## src/design/rsch_pkg.sv

```systemverilog
// shared types, constants and micro-op table of the ray-sphere closest-hit engine
package rsch_pkg;

  localparam int MAX_SPHERES_DEF = 16;
  localparam int FRAC_BITS_DEF   = 16;

  localparam int SLOT_W     = 4;
  localparam int CNT_W      = 5;
  localparam int IN_DATA_W  = 296;
  localparam int OUT_DATA_W = 40;

  // shared multiplier operand width, product and accumulator width
  localparam int MW    = 70;
  localparam int PW    = 2 * MW;
  // bits of the square root of the discriminant
  localparam int SQ_N  = 68;
  // width of the root denominator 2*a
  localparam int DEN_W = 65;

  localparam logic signed [31:0] DIST_INF = 32'sh7fff_ffff;

  localparam logic ACT_LOAD  = 1'b0;
  localparam logic ACT_TRACE = 1'b1;

  // register index as seen on paddr[2]
  localparam logic REG_SPHERE_COUNT = 1'b0;

  typedef struct packed {
    logic signed [31:0] cx;
    logic signed [31:0] cy;
    logic signed [31:0] cz;
    logic [30:0]        r;
  } sphere_t;

  typedef enum logic [3:0] {
    PR_DXDX, PR_DYDY, PR_DZDZ,
    PR_OXDX, PR_OYDY, PR_OZDZ,
    PR_OXOX, PR_OYOY, PR_OZOZ,
    PR_RR, PR_BB, PR_AC4
  } mul_pair_t;

  typedef enum logic [1:0] {
    DST_A, DST_B, DST_C, DST_DISC
  } mul_dst_t;

  typedef struct packed {
    mul_pair_t pair;
    logic      sub;
    logic      clr;
    logic      last;
    mul_dst_t  dst;
  } uop_t;

  // first micro-op of the per-sphere sequence
  localparam logic [3:0] UOP_SPHERE = 4'd3;

  typedef struct packed {
    logic  load_we;
    logic  ray_we;
    logic  mul_start;
    uop_t  uop;
    logic  rd;
    logic  ofs;
    logic  sqrt_start;
    logic  div_start;
    logic  div_sel;
    logic  test;
    logic  out_load;
  } cmd_t;

  typedef struct packed {
    logic eng_done;
    logic a_zero;
    logic disc_neg;
  } sts_t;

  // products in order: a = D.D, b = 2*O.D, c = O.O - r*r, disc = b*b - 4*a*c
  function automatic uop_t uop_of(logic [3:0] i);
    uop_t u;
    u = '{pair: PR_DXDX, sub: 1'b0, clr: 1'b0, last: 1'b0, dst: DST_A};
    case (i)
      4'd0:  u = '{pair: PR_DXDX, sub: 1'b0, clr: 1'b1, last: 1'b0, dst: DST_A};
      4'd1:  u = '{pair: PR_DYDY, sub: 1'b0, clr: 1'b0, last: 1'b0, dst: DST_A};
      4'd2:  u = '{pair: PR_DZDZ, sub: 1'b0, clr: 1'b0, last: 1'b1, dst: DST_A};
      4'd3:  u = '{pair: PR_OXDX, sub: 1'b0, clr: 1'b1, last: 1'b0, dst: DST_B};
      4'd4:  u = '{pair: PR_OYDY, sub: 1'b0, clr: 1'b0, last: 1'b0, dst: DST_B};
      4'd5:  u = '{pair: PR_OZDZ, sub: 1'b0, clr: 1'b0, last: 1'b1, dst: DST_B};
      4'd6:  u = '{pair: PR_OXOX, sub: 1'b0, clr: 1'b1, last: 1'b0, dst: DST_C};
      4'd7:  u = '{pair: PR_OYOY, sub: 1'b0, clr: 1'b0, last: 1'b0, dst: DST_C};
      4'd8:  u = '{pair: PR_OZOZ, sub: 1'b0, clr: 1'b0, last: 1'b0, dst: DST_C};
      4'd9:  u = '{pair: PR_RR,   sub: 1'b1, clr: 1'b0, last: 1'b1, dst: DST_C};
      4'd10: u = '{pair: PR_BB,   sub: 1'b0, clr: 1'b1, last: 1'b0, dst: DST_DISC};
      4'd11: u = '{pair: PR_AC4,  sub: 1'b1, clr: 1'b0, last: 1'b1, dst: DST_DISC};
      default: u = '{pair: PR_DXDX, sub: 1'b0, clr: 1'b1, last: 1'b1, dst: DST_A};
    endcase
    return u;
  endfunction

endpackage

```

## src/design/rsch_ctrl.sv

```systemverilog
// sequencer of the ray-sphere closest-hit engine
module rsch_ctrl #(
  parameter int MAX_SPHERES = rsch_pkg::MAX_SPHERES_DEF,
  localparam int CW = $clog2(MAX_SPHERES + 1),
  localparam int IW = (MAX_SPHERES > 1) ? $clog2(MAX_SPHERES) : 1
) (
  input  logic                       clk,
  input  logic                       rst_n,
  input  logic                       in_valid,
  input  logic                       in_action,
  output logic                       in_ready,
  output logic                       out_valid,
  input  logic                       out_ready,
  input  logic [rsch_pkg::CNT_W-1:0] sphere_count,
  input  rsch_pkg::sts_t             sts,
  output rsch_pkg::cmd_t             cmd,
  output logic [IW-1:0]              idx
);

  typedef enum logic [12:0] {
    S_IDLE  = 13'b0000000000001,
    S_MUL   = 13'b0000000000010,
    S_MWAIT = 13'b0000000000100,
    S_LCHK  = 13'b0000000001000,
    S_RD    = 13'b0000000010000,
    S_DCHK  = 13'b0000000100000,
    S_SQRT  = 13'b0000001000000,
    S_SWAIT = 13'b0000010000000,
    S_DIV   = 13'b0000100000000,
    S_DWAIT = 13'b0001000000000,
    S_TEST  = 13'b0010000000000,
    S_NEXT  = 13'b0100000000000,
    S_FIN   = 13'b1000000000000
  } state_t;

  state_t         state_r, state_nxt;
  logic [3:0]     pidx_r, pidx_nxt;
  logic [CW-1:0]  idx_r, idx_nxt;
  logic           rsel_r, rsel_nxt;
  logic           ovalid_r, ovalid_nxt;
  logic [CW-1:0]  n_lim;
  logic           fire;
  rsch_pkg::uop_t uop;

  assign n_lim = (32'(sphere_count) > MAX_SPHERES) ? CW'(MAX_SPHERES) : CW'(sphere_count);
  assign in_ready = (state_r == S_IDLE);
  assign fire = in_valid && in_ready;
  assign uop = rsch_pkg::uop_of(pidx_r);
  assign out_valid = ovalid_r;
  assign idx = idx_r[IW-1:0];

  always_comb begin
    state_nxt  = state_r;
    pidx_nxt   = pidx_r;
    idx_nxt    = idx_r;
    rsel_nxt   = rsel_r;
    ovalid_nxt = ovalid_r;
    cmd = '0;
    cmd.uop = uop;
    cmd.div_sel = rsel_r;
    if (ovalid_r && out_ready) begin
      ovalid_nxt = 1'b0;
    end
    case (state_r)
      S_IDLE: begin
        if (fire) begin
          idx_nxt = '0;
          pidx_nxt = '0;
          if (in_action == rsch_pkg::ACT_TRACE) begin
            cmd.ray_we = 1'b1;
            state_nxt = S_MUL;
          end else begin
            cmd.load_we = 1'b1;
            state_nxt = S_FIN;
          end
        end
      end
      S_MUL: begin
        cmd.mul_start = 1'b1;
        state_nxt = S_MWAIT;
      end
      S_MWAIT: begin
        if (sts.eng_done) begin
          pidx_nxt = pidx_r + 4'd1;
          if (uop.last && uop.dst == rsch_pkg::DST_A) begin
            state_nxt = S_LCHK;
          end else if (uop.last && uop.dst == rsch_pkg::DST_DISC) begin
            state_nxt = S_DCHK;
          end else begin
            state_nxt = S_MUL;
          end
        end
      end
      S_LCHK: begin
        pidx_nxt = rsch_pkg::UOP_SPHERE;
        if (sts.a_zero || idx_r >= n_lim) begin
          state_nxt = S_FIN;
        end else begin
          cmd.rd = 1'b1;
          state_nxt = S_RD;
        end
      end
      S_RD: begin
        cmd.ofs = 1'b1;
        state_nxt = S_MUL;
      end
      S_DCHK: begin
        rsel_nxt = 1'b0;
        state_nxt = sts.disc_neg ? S_NEXT : S_SQRT;
      end
      S_SQRT: begin
        cmd.sqrt_start = 1'b1;
        state_nxt = S_SWAIT;
      end
      S_SWAIT: begin
        if (sts.eng_done) begin
          state_nxt = S_DIV;
        end
      end
      S_DIV: begin
        cmd.div_start = 1'b1;
        state_nxt = S_DWAIT;
      end
      S_DWAIT: begin
        if (sts.eng_done) begin
          state_nxt = S_TEST;
        end
      end
      S_TEST: begin
        // far root first, then near root
        cmd.test = 1'b1;
        if (!rsel_r) begin
          rsel_nxt = 1'b1;
          state_nxt = S_DIV;
        end else begin
          state_nxt = S_NEXT;
        end
      end
      S_NEXT: begin
        idx_nxt = idx_r + CW'(1);
        state_nxt = S_LCHK;
      end
      S_FIN: begin
        if (!ovalid_r || out_ready) begin
          cmd.out_load = 1'b1;
          ovalid_nxt = 1'b1;
          state_nxt = S_IDLE;
        end
      end
      default: state_nxt = S_IDLE;
    endcase
  end

  always_ff @(posedge clk) begin
    if (!rst_n) begin
      state_r  <= S_IDLE;
      pidx_r   <= '0;
      idx_r    <= '0;
      rsel_r   <= 1'b0;
      ovalid_r <= 1'b0;
    end else begin
      state_r  <= state_nxt;
      pidx_r   <= pidx_nxt;
      idx_r    <= idx_nxt;
      rsel_r   <= rsel_nxt;
      ovalid_r <= ovalid_nxt;
    end
  end

endmodule

```

## config.mk

```make
export PLATFORM = sky130hd
export DESIGN_NAME = rsch_ctrl
export DESIGN_NICKNAME = d
export VERILOG_FILES = /design/src/design/rsch_pkg.sv /design/src/design/rsch_ctrl.sv
export SDC_FILE = /design/constraint.sdc
export NUM_CORES = 1
export LEC_CHECK = 0
export ABC_AREA = 1
export BUFFER_PORTS_ARGS = -buffer_cell sky130_fd_sc_hd__buf_2
export CORE_MARGIN = 4
export CORE_UTILIZATION = 28
export DETAILED_ROUTE_END_ITERATION = 16
export GPL_ROUTABILITY_DRIVEN = 1
export GPL_TIMING_DRIVEN = 1
export HOLD_SLACK_MARGIN = 0.05
export PLACE_DENSITY = 0.44
export SYNTH_ARGS = -nofsm -noshare
export SYNTH_HDL_FRONTEND = slang
export SYNTH_SLANG_ARGS = --single-unit
```

## constraint.sdc

```tcl
create_clock -name clk -period 3.7 [get_ports clk]
set_input_delay 0.74 -clock clk [delete_from_list [all_inputs] [get_ports clk]]
set_output_delay 0.74 -clock clk [all_outputs]
set_load 0.005 [all_outputs]
```

==> metrics.txt, run 1 <==
run status=complete, no violations; worst hold margin=0.502 ns; drt wl/cell=11.6 um; unrepaired setup endpoints after global routing=false; maximum clock rate=0.301 GHz; post-synthesis instance area=2130 um2; Die Y=95.2 um; setup TNS after final layout=0 ns; global placement routability congestion=0.714; sequential area share after synthesis=31.0%; number of nets in the layout=355; Max-cap violations=0; number of unique standard cell types used by synthesis=33; count of hold buffers inserted by post-cts repair=0; number of buffers inserted during clock tree synthesis=5; Post-synth EDFFs=0; post-synth top area cell=dfxtp_1; list of cells traversed by the critical path=buf_2 > o41ai_1 > nand2_1 > ha_1 > a21oi_1 > o21a_1 > nand4_1 > nor2_1 > buf_2; Period Utilization, post-route=about 90%; critical path startpoint category=primary input; post-layout util=33.7%; delay of the slowest critical-path stage=0.58 ns; Yosys warning total=0; Clk pin slew, worst setup/hold paths=0.06 ns; final setup violation count=0; CTS max path bufs=2; highest fanout seen on the critical path=4; Post-synth top flop=dfxtp_1; count of state elements after synthesis=33; CTS HTree Levels=2; final cell count without fillers=432; Worst Path Required=2.96 ns; PwrDens=~610 nW/um2; Residual DRC=0; Slew @ Worst Pin=0.625 ns; minimum period implied by the final worst setup slack=3.32 ns; maximum number of pins on one net before global-route repair=16; number of clock sinks=33; synthesized instance count=296; FFs w/ async S/R, synth=0%; CTS resizes=0; clock insertion delay at the later pin of the skew report=0.29 ns; Fin. Hold Viols=0; dominant cells by area after synthesis=dfxtp_1 (31%), nand2_1 (9.0%), inv_1 (7.9%), nand3_1 (6.3%), ha_1 (5.9%); PortBufs=37; cell occurring most often along the worst timing path=buf_2; CP Data Arrival Time=2.58 ns; class of the tightest hold or removal check=flop to flop; Final Max Tran Viols=0; Syn-to-layout area delta=15.9%; mean number of vias per cell=between 4 and 5; CP Buf/Inv Count=2; number of buffers inserted by post-CTS setup repair=0; area of the core=around 7300 um2; antenna-violating nets left=0; count of routing violations after the opening detailed-route iteration=69; first-pass GRT wire length=approximately 8400 um; Die Span X=95.2 um; effective utilization at floorplan=29.0%; gate family responsible for the most delay along the worst path=compound AO/OA/AOI/OAI gates; number of antenna repair diodes=0; all-layer global routing usage=11.9%; vias in the first global route=between 1500 and 2000; I/O Pins=38; maximum vdd ir drop=0.000314 V; static leakage power=~1.3 nW; leading cell types in the layout, fill and taps excluded=nand2_1 (51), inv_1 (45), buf_2 (37); cell area after layout=2470 um2; slowest stage cell on the critical path=o41ai_1; Max Clock Skew=0.00879 ns; WS Path Type=primary input to output port; final-layout fill cell count=about 800; Rows=31; most frequent standard cell in the layout excluding fill and tap cells=nand2_1; TritonCTS clock tree=done; average cell area after synthesis=7.19 um2; total via count after detailed routing=about 1900; global route total overflow=0; post-detailed-placement half-perimeter wirelength=4050 um; fraction of layout instances using a drive strength above 1=26.1%; max-slew headroom at the worst pin=58.3%; Post-Route WL=5000 um; sort of element at the end of the critical path=output port; Die ar.=9060 um2; root cell of the clock tree=clkbuf_8; detailed-router iteration count before antenna repair=4; number of cells after detailed placement=roughly 420; antenna violations before repair=0; Synthesized Nets=319; fraction of synthesized cell area taken by the top area cell type=a little under a third; total placed instance area=2380 um2
## synthesized netlist by cell type (2+ instances only)
library cell / instances
nand2_1: 51
inv_1: 45
dfxtp_1: 33
nor2_1: 31
nand3_1: 27
a21oi_1: 13
ha_1: 10
nor3_1: 10
nor2_2: 8
nand2_2: 7
nand2_4: 7
nand4_1: 7
buf_4: 6
nor2_4: 5
o21ai_0: 5
inv_2: 4
nand3_4: 4
nor3b_1: 3
clkbuf_1: 2
nand3_2: 2
nor2_8: 2
o21ai_1: 2
xor2_1: 2
## worst paths after layout
check	start	endpoint	slack, ns	cells after the start
hold / removal	state_r[0]	state_r[0]	0.50	2
setup / recovery	sphere_count[0]	cmd[6]	0.38	9
setup reg to reg	state_r[9]	uop[2]	1.54	15
hold reg to reg	state_r[0]	state_r[0]	0.50	2
## final cells by class
cell class              instances  area [um2]  area share [%]
clock inverters                 2        10.0           0.406
clock buffers                   6        72.6            2.94
repair buffers                 37         185            7.51
flip-flops and latches         33         661            26.8
multi-input cells             204        1220            49.4
inverters                      51         195            7.91
well taps                      99         124            5.02
## sequential cells by signal (all words and copies together), names as in the netlist
register   count
state_r       13
uop            9
idx_r          5
pidx_r         4
out_valid      1
rsel_r         1
## worst min-delay path, stage by stage (launching register included)
cell,delay [ns]
dfxtp_1,0.35
o21ai_1,0.08
nand2_1,0.05
## per-stage QoR
step / power, mW / worst slack, ns
2_1_floorplan: 1.06 / 0.843
3_3_place_gp: 1.26 / 0.412
3_5_place_dp: 1.26 / 0.337
4_1_cts: 1.53 / 0.330
5_1_grt: 1.64 / 0.135
6_report: 1.50 / 0.379
## power by group
part	switching [mW]	internal (mW)
registers	0.0378	0.416
clock network	0.132	0.130
logic	0.525	0.259
total	0.695	0.805
## layer usage
layer,up-vias,wire length (um),global-route usage (%)
met2,24,2410,19.7
met1,833,2380,15.5
li1,1010,-,-
met5,-,0,0
met4,0,53,3.25
met3,6,150,2.84
## kinds of logic (layout without fill, tap and decap cells)
group | Yosys count | after routing | synth area share [%]
flip-flops | 33 | 33 | 31.0
AND/OR/NAND/NOR | 168 | 168 | 44.4
XOR/XNOR | 2 | 2 | 0.823
buffers and inverters | 59 | 96 | 11.6
AO/OA/AOI/OAI | 24 | 24 | 6.17
adder cells (fa/ha/maj) | 10 | 10 | 5.88
No activity file was read; power rests on OpenSTA's default activity.
==> run 2: changes to the inputs <==
--- a/config.mk
+++ b/config.mk
@@ -8,12 +8,13 @@
 export ABC_AREA = 1
 export BUFFER_PORTS_ARGS = -buffer_cell sky130_fd_sc_hd__buf_2
 export CORE_MARGIN = 4
-export CORE_UTILIZATION = 28
+export CORE_UTILIZATION = 59
 export DETAILED_ROUTE_END_ITERATION = 16
 export GPL_ROUTABILITY_DRIVEN = 1
 export GPL_TIMING_DRIVEN = 1
 export HOLD_SLACK_MARGIN = 0.05
-export PLACE_DENSITY = 0.44
+export PLACE_DENSITY = 0.82
+export RECOVER_POWER = 25
 export SYNTH_ARGS = -nofsm -noshare
 export SYNTH_HDL_FRONTEND = slang
 export SYNTH_SLANG_ARGS = --single-unit
==> run 2 against run 1 <==
Global-route usage increased by 9.8 points. Clock-buffer cell count is 1 higher. Final cell count down 12%. Combinational power fell by 2.7%. Worst hold slack worse by 0.011 ns. Non-clock buffer count is the same. Sequential share of layout area grew 0.87 points.
==> metrics.txt, run 2 (synthesis gave the netlist of run 1 again) <==
global route total overflow=0; area of the core=~3400 um2; leading cell types in the layout, fill and taps excluded=nand2_1 (51), inv_1 (45), dfxtp_1 (33); setup TNS after final layout=0 ns; minimum period implied by the final worst setup slack=3.33 ns; post-detailed-placement half-perimeter wirelength=3500 um; Period Utilization, post-route=90.0%; Slew @ Worst Pin=0.751 ns; Die ar.=4630 um2; clock insertion delay at the later pin of the skew report=0.35 ns; Syn-to-layout area delta=12.3%; Final Max Tran Viols=0; Residual DRC=0; antenna-violating nets left=0; maximum vdd ir drop=0.000468 V; sort of element at the end of the critical path=output port; register containing the most flip-flops in the final layout=state_r; Clk pin slew, worst setup/hold paths=0.10 ns; number of antenna repair diodes=0; part of the total power dissipated in combinational logic=50.7%; TritonCTS clock tree=done; critical path startpoint category=primary input; Net Sw Power=0.677 mW; final-layout fill cell count=301; Fin. Hold Viols=0; unrepaired setup endpoints after global routing=false; final setup violation count=0; number of clock sinks=33; max FFs per register=13; run status=complete, no violations; CTS HTree Levels=2; global placement routability congestion=0.867; total via count after detailed routing=1937; Max Clock Skew=0.0122 ns; number of nets in the layout=355; maximum clock rate=0.300 GHz; class of the tightest hold or removal check=flop to flop; Post-Route WL=4410 um; fraction of layout instances using a drive strength above 1=23.1%; highest fanout seen on the critical path=4; worst hold margin=0.491 ns; CP Data Arrival Time=roughly 2.6 ns; count of routing violations after the opening detailed-route iteration=~120; count of hold buffers inserted by post-cts repair=0; root cell of the clock tree=clkbuf_4; effective utilization at floorplan=62.3%; detailed-router iteration count before antenna repair=4; CTS resizes=0; mean number of vias per cell=approximately 5.1; number of buffers inserted by post-CTS setup repair=0; vias in the first global route=roughly 1800; proportion of power drawn by flip-flops and latches=roughly 30%; drt wl/cell=11.6 um; net switching share of the total power=45.0%; number of buffers inserted during clock tree synthesis=5; total internal power=0.829 mW; Rows=21; portion of total power attributed to the clock network=between 10% and 20%; maximum number of pins on one net before global-route repair=16; first-pass GRT wire length=about 7600 um; Die Span X=just under 70 um; CTS max path bufs=2; PortBufs=37; PwrDens=630 nW/um2; most frequent standard cell in the layout excluding fill and tap cells=nand2_1; Worst Path Required=2.96 ns; Die Y=68.1 um; WS Path Type=primary input to output port; I/O Pins=38; Max-cap violations=0; antenna violations before repair=0; static leakage power=around 1.2 nW; max-slew headroom at the worst pin=~50%; all-layer global routing usage=21.8%
==> run 2: cell count changes in the layout (fill, tap and decap cells not counted), sizes merged <==
cell    change
bufinv      +1
buf         -9
clkinv      -2
clkbuf     +10
==> run 2: layout make-up <==
| type | instances | area (um2) | share of cell area [%] |
|---|---|---|---|
| clock buffers | 7 | 55.1 | 2.30 |
| clock inverters | 1 | 30.0 | 1.26 |
| inverters | 51 | 195 | 8.17 |
| multi-input cells | 204 | 1220 | 50.9 |
| flip-flops and latches | 33 | 661 | 27.6 |
| well taps | 46 | 57.6 | 2.41 |
| repair buffers | 37 | 174 | 7.28 |
==> run 2: worst paths after layout <==
kind	start	to	slack, ns	cells after the start
setup / recovery	sphere_count[0]	cmd[6]	0.37	9
hold / removal	rsel_r	state_r[11]	0.49	2
setup reg to reg	state_r[10]	uop[2]	1.54	15
hold reg to reg	rsel_r	state_r[11]	0.49	2
==> run 2: power groups by stage <==
stage | Sequential, mW | Combinational (mW) | Clock (mW)
6_report | 0.453 | 0.763 | 0.290
5_1_grt | 0.459 | 0.867 | 0.308
4_1_cts | 0.453 | 0.775 | 0.292
3_5_place_dp | 0.461 | 0.768 | 0
3_3_place_gp | 0.458 | 0.758 | 0
2_1_floorplan | 0.460 | 0.603 | 0
==> run 2: per-stage QoR <==
step / setup WS, ns / cell area, um2 / util, % / total power, mW / std cells
2_1_floorplan: 0.843 / 2130 / - / 1.06 / 296
3_3_place_gp: 0.494 / 2320 / 67.9 / 1.22 / 371
3_5_place_dp: 0.374 / 2320 / 67.9 / 1.23 / 371
4_1_cts: 0.384 / 2400 / 70.4 / 1.52 / 379
5_1_grt: 0.244 / 2390 / 70.0 / 1.63 / 379
6_report: 0.368 / 2390 / 70.0 / 1.51 / 379
==> run 2: layer usage <==
metal  vias up  wire length, um  GRT usage, %
met5         -                0             0
met4         0               79          9.43
met3         9              250          5.75
met2        48             2040          34.2
met1       867             2040          27.9
li1       1013                -             -
==> run 2: worst max-delay path, stage by stage <==
cell and delay, ns:
buf_2 0.10, o41ai_1 0.60, nand2_1 0.11, ha_1 0.33
a21oi_1 0.14, o21a_1 0.13, nand4_1 0.18, nor2_1 0.14
buf_2 0.12
==> run 3: changes to the inputs <==
--- a/config.mk
+++ b/config.mk
@@ -6,7 +6,7 @@
 export NUM_CORES = 1
 export LEC_CHECK = 0
 export ABC_AREA = 1
-export BUFFER_PORTS_ARGS = -buffer_cell sky130_fd_sc_hd__buf_2
+export BUFFER_PORTS_ARGS = -buffer_cell sky130_fd_sc_hd__buf_4
 export CORE_MARGIN = 4
 export CORE_UTILIZATION = 59
 export DETAILED_ROUTE_END_ITERATION = 16
==> run 3 against run 2 <==
Sequential share of layout area decreased by 1.1 points. Clock power down 1%. Sequential power barely moved. Die area is the same. Via count shrank 0.88%. Wire length about the same. Global-route usage increased by 0.25 points. Flip-flop and latch count unchanged. Critical endpoint unchanged.
==> metrics.txt, run 3 (synthesis gave the netlist of run 1 again) <==
run status=complete, no violations; cell area after layout=2490 um2; critical path startpoint category=primary input; antenna violations before repair=0; max-slew headroom at the worst pin=a little over three fifths; total placed instance area=between 2000 and 2500 um2; slack of the worst reg-to-reg path=1.59 ns; CTS max path bufs=2; sort of element at the end of the critical path=output port; highest fanout seen on the critical path=4; most utilized layer in the global route result=met2; CP Capture Point=cmd[6]; antenna-violating nets left=0; delay of the slowest critical-path stage=approximately 0.55 ns; PortBufs=37; worst hold margin=just under 0.5 ns; maximum number of pins on one net before global-route repair=16; Die ar.=~4600 um2; number of buffers inserted by post-CTS setup repair=0; total via count after detailed routing=1920; Fin. Hold Viols=0; grt met2 use=33.5%; detailed-router iteration count before antenna repair=4; global route total overflow=0; area of the core=3420 um2; slowest stage cell on the critical path=o41ai_1; WS Path Type=primary input to output port; post-detailed-placement half-perimeter wirelength=between 3000 and 4000 um; CP Buf/Inv Count=2; Rows=21; Max-cap violations=0; drt wl/cell=11.6 um; root cell of the clock tree=clkbuf_4; worst-case reg-to-reg path depth=15; final setup violation count=0; count of routing violations after the opening detailed-route iteration=121; first-pass GRT wire length=approximately 7600 um; gate family responsible for the most delay along the worst path=compound AO/OA/AOI/OAI gates; vias in the first global route=1733; unrepaired setup endpoints after global routing=false; leading cell types in the layout, fill and taps excluded=nand2_1 (51), inv_1 (45), nor2_1 (33), dfxtp_1 (33), buf_4 (29); I/O Pins=38; clock insertion delay at the later pin of the skew report=~0.34 ns; TritonCTS clock tree=done; cell occurring most often along the worst timing path=buf_4; Syn-to-layout area delta=17.0%; Slew @ Worst Pin=0.545 ns; Final Max Tran Viols=0; number of antenna repair diodes=0; most frequent standard cell in the layout excluding fill and tap cells=nand2_1; number of clock sinks=33; maximum vdd ir drop=roughly 0.00045 V; Die Y=68.1 um; Max Clock Skew=0.0106 ns; Residual DRC=0; all-layer global routing usage=~22%; fraction of layout instances using a drive strength above 1=25.5%; setup TNS after final layout=0 ns; Die Span X=68.1 um; register containing the most flip-flops in the final layout=state_r; grt met1 use=~30%; CTS HTree Levels=2; CTS resizes=0; mean number of vias per cell=5.07; effective utilization at floorplan=62.3%; static leakage power=1.26 nW; Period Utilization, post-route=roughly nine tenths; startpoint of the lowest-slack register-to-register path=state_r[10]; class of the tightest hold or removal check=flop to flop; minimum period implied by the final worst setup slack=3.30 ns; Clk pin slew, worst setup/hold paths=approximately 0.11 ns; count of hold buffers inserted by post-cts repair=0; PwrDens=616 nW/um2; CP Data Arrival Time=2.56 ns; number of buffers inserted during clock tree synthesis=5; max FFs per register=13; Worst Path Required=2.96 ns; met3 track utilization from global routing=about 5.6%; total number of cells along the worst setup path=9; maximum clock rate=0.303 GHz; RR Endpoint=uop[2]; global placement routability congestion=0.881; list of cells traversed by the critical path=buf_4 > o41ai_1 > nand2_1 > ha_1 > a21oi_1 > o21a_1 > nand4_1 > nor2_1 > buf_4; Post-Route WL=about 4400 um; source of the critical timing path=sphere_count[0]; number of nets in the layout=355
==> run 3: worst min-delay path by stage <==
stage                     startpoint     endpoint  slack [ns]  depth (start not counted)
after floorplan           state_r[0]   state_r[0]        0.46                          2
after global placement    state_r[0]   state_r[0]        0.48                          2
after detailed placement      rsel_r  state_r[11]        0.49                          2
after CTS                     rsel_r  state_r[11]        0.49                          2
after global routing          rsel_r  state_r[11]        0.51                          2
final                         rsel_r  state_r[11]        0.49                          2
==> run 3: where the power goes <==
part	switching [mW]	leakage, nW	internal [mW]	total, mW
logic	0.515	0.947	0.281	0.796
registers	0.0383	0.269	0.415	0.453
clock network	0.125	0.0455	0.161	0.286
==> run 3: cell type report <==
cell class              instances  area [um2]
repair buffers                 37         278
multi-input cells             204        1210
inverters                      51         195
well taps                      46        57.6
flip-flops and latches         33         661
clock buffers                   7        55.1
clock inverters                 1        30.0
fillers                       303         925
==> run 3: worst reg2reg max path: cells and delay by family, from the launching register on <==
| kind | cells | cell delay, ns |
|---|---|---|
| buffers and inverters | 3 | 0.21 |
| AND/OR/NAND/NOR | 11 | 1.23 |
| adder cells (fa/ha/maj) | 1 | 0.19 |
| flip-flops | 1 | 0.36 |
==> run 3: per-layer routing <==
metal	wire length, um	part of all wire (%)
met2	1990	45
met4	62	1.4
met5	0	0
met1	2110	48
met3	258	5.8
==> run 3: metrics by stage <==
step | power [mW] | instances | util (%) | worst slack, ns
after global routing | 1.67 | 379 | 72.9 | 0.217
after detailed placement | 1.26 | 371 | 70.6 | 0.422
after global placement | 1.24 | 371 | 70.6 | 0.479
after floorplan | 1.06 | 296 | - | 0.843
after CTS | 1.55 | 379 | 73.1 | 0.413
final | 1.54 | 379 | 72.9 | 0.405
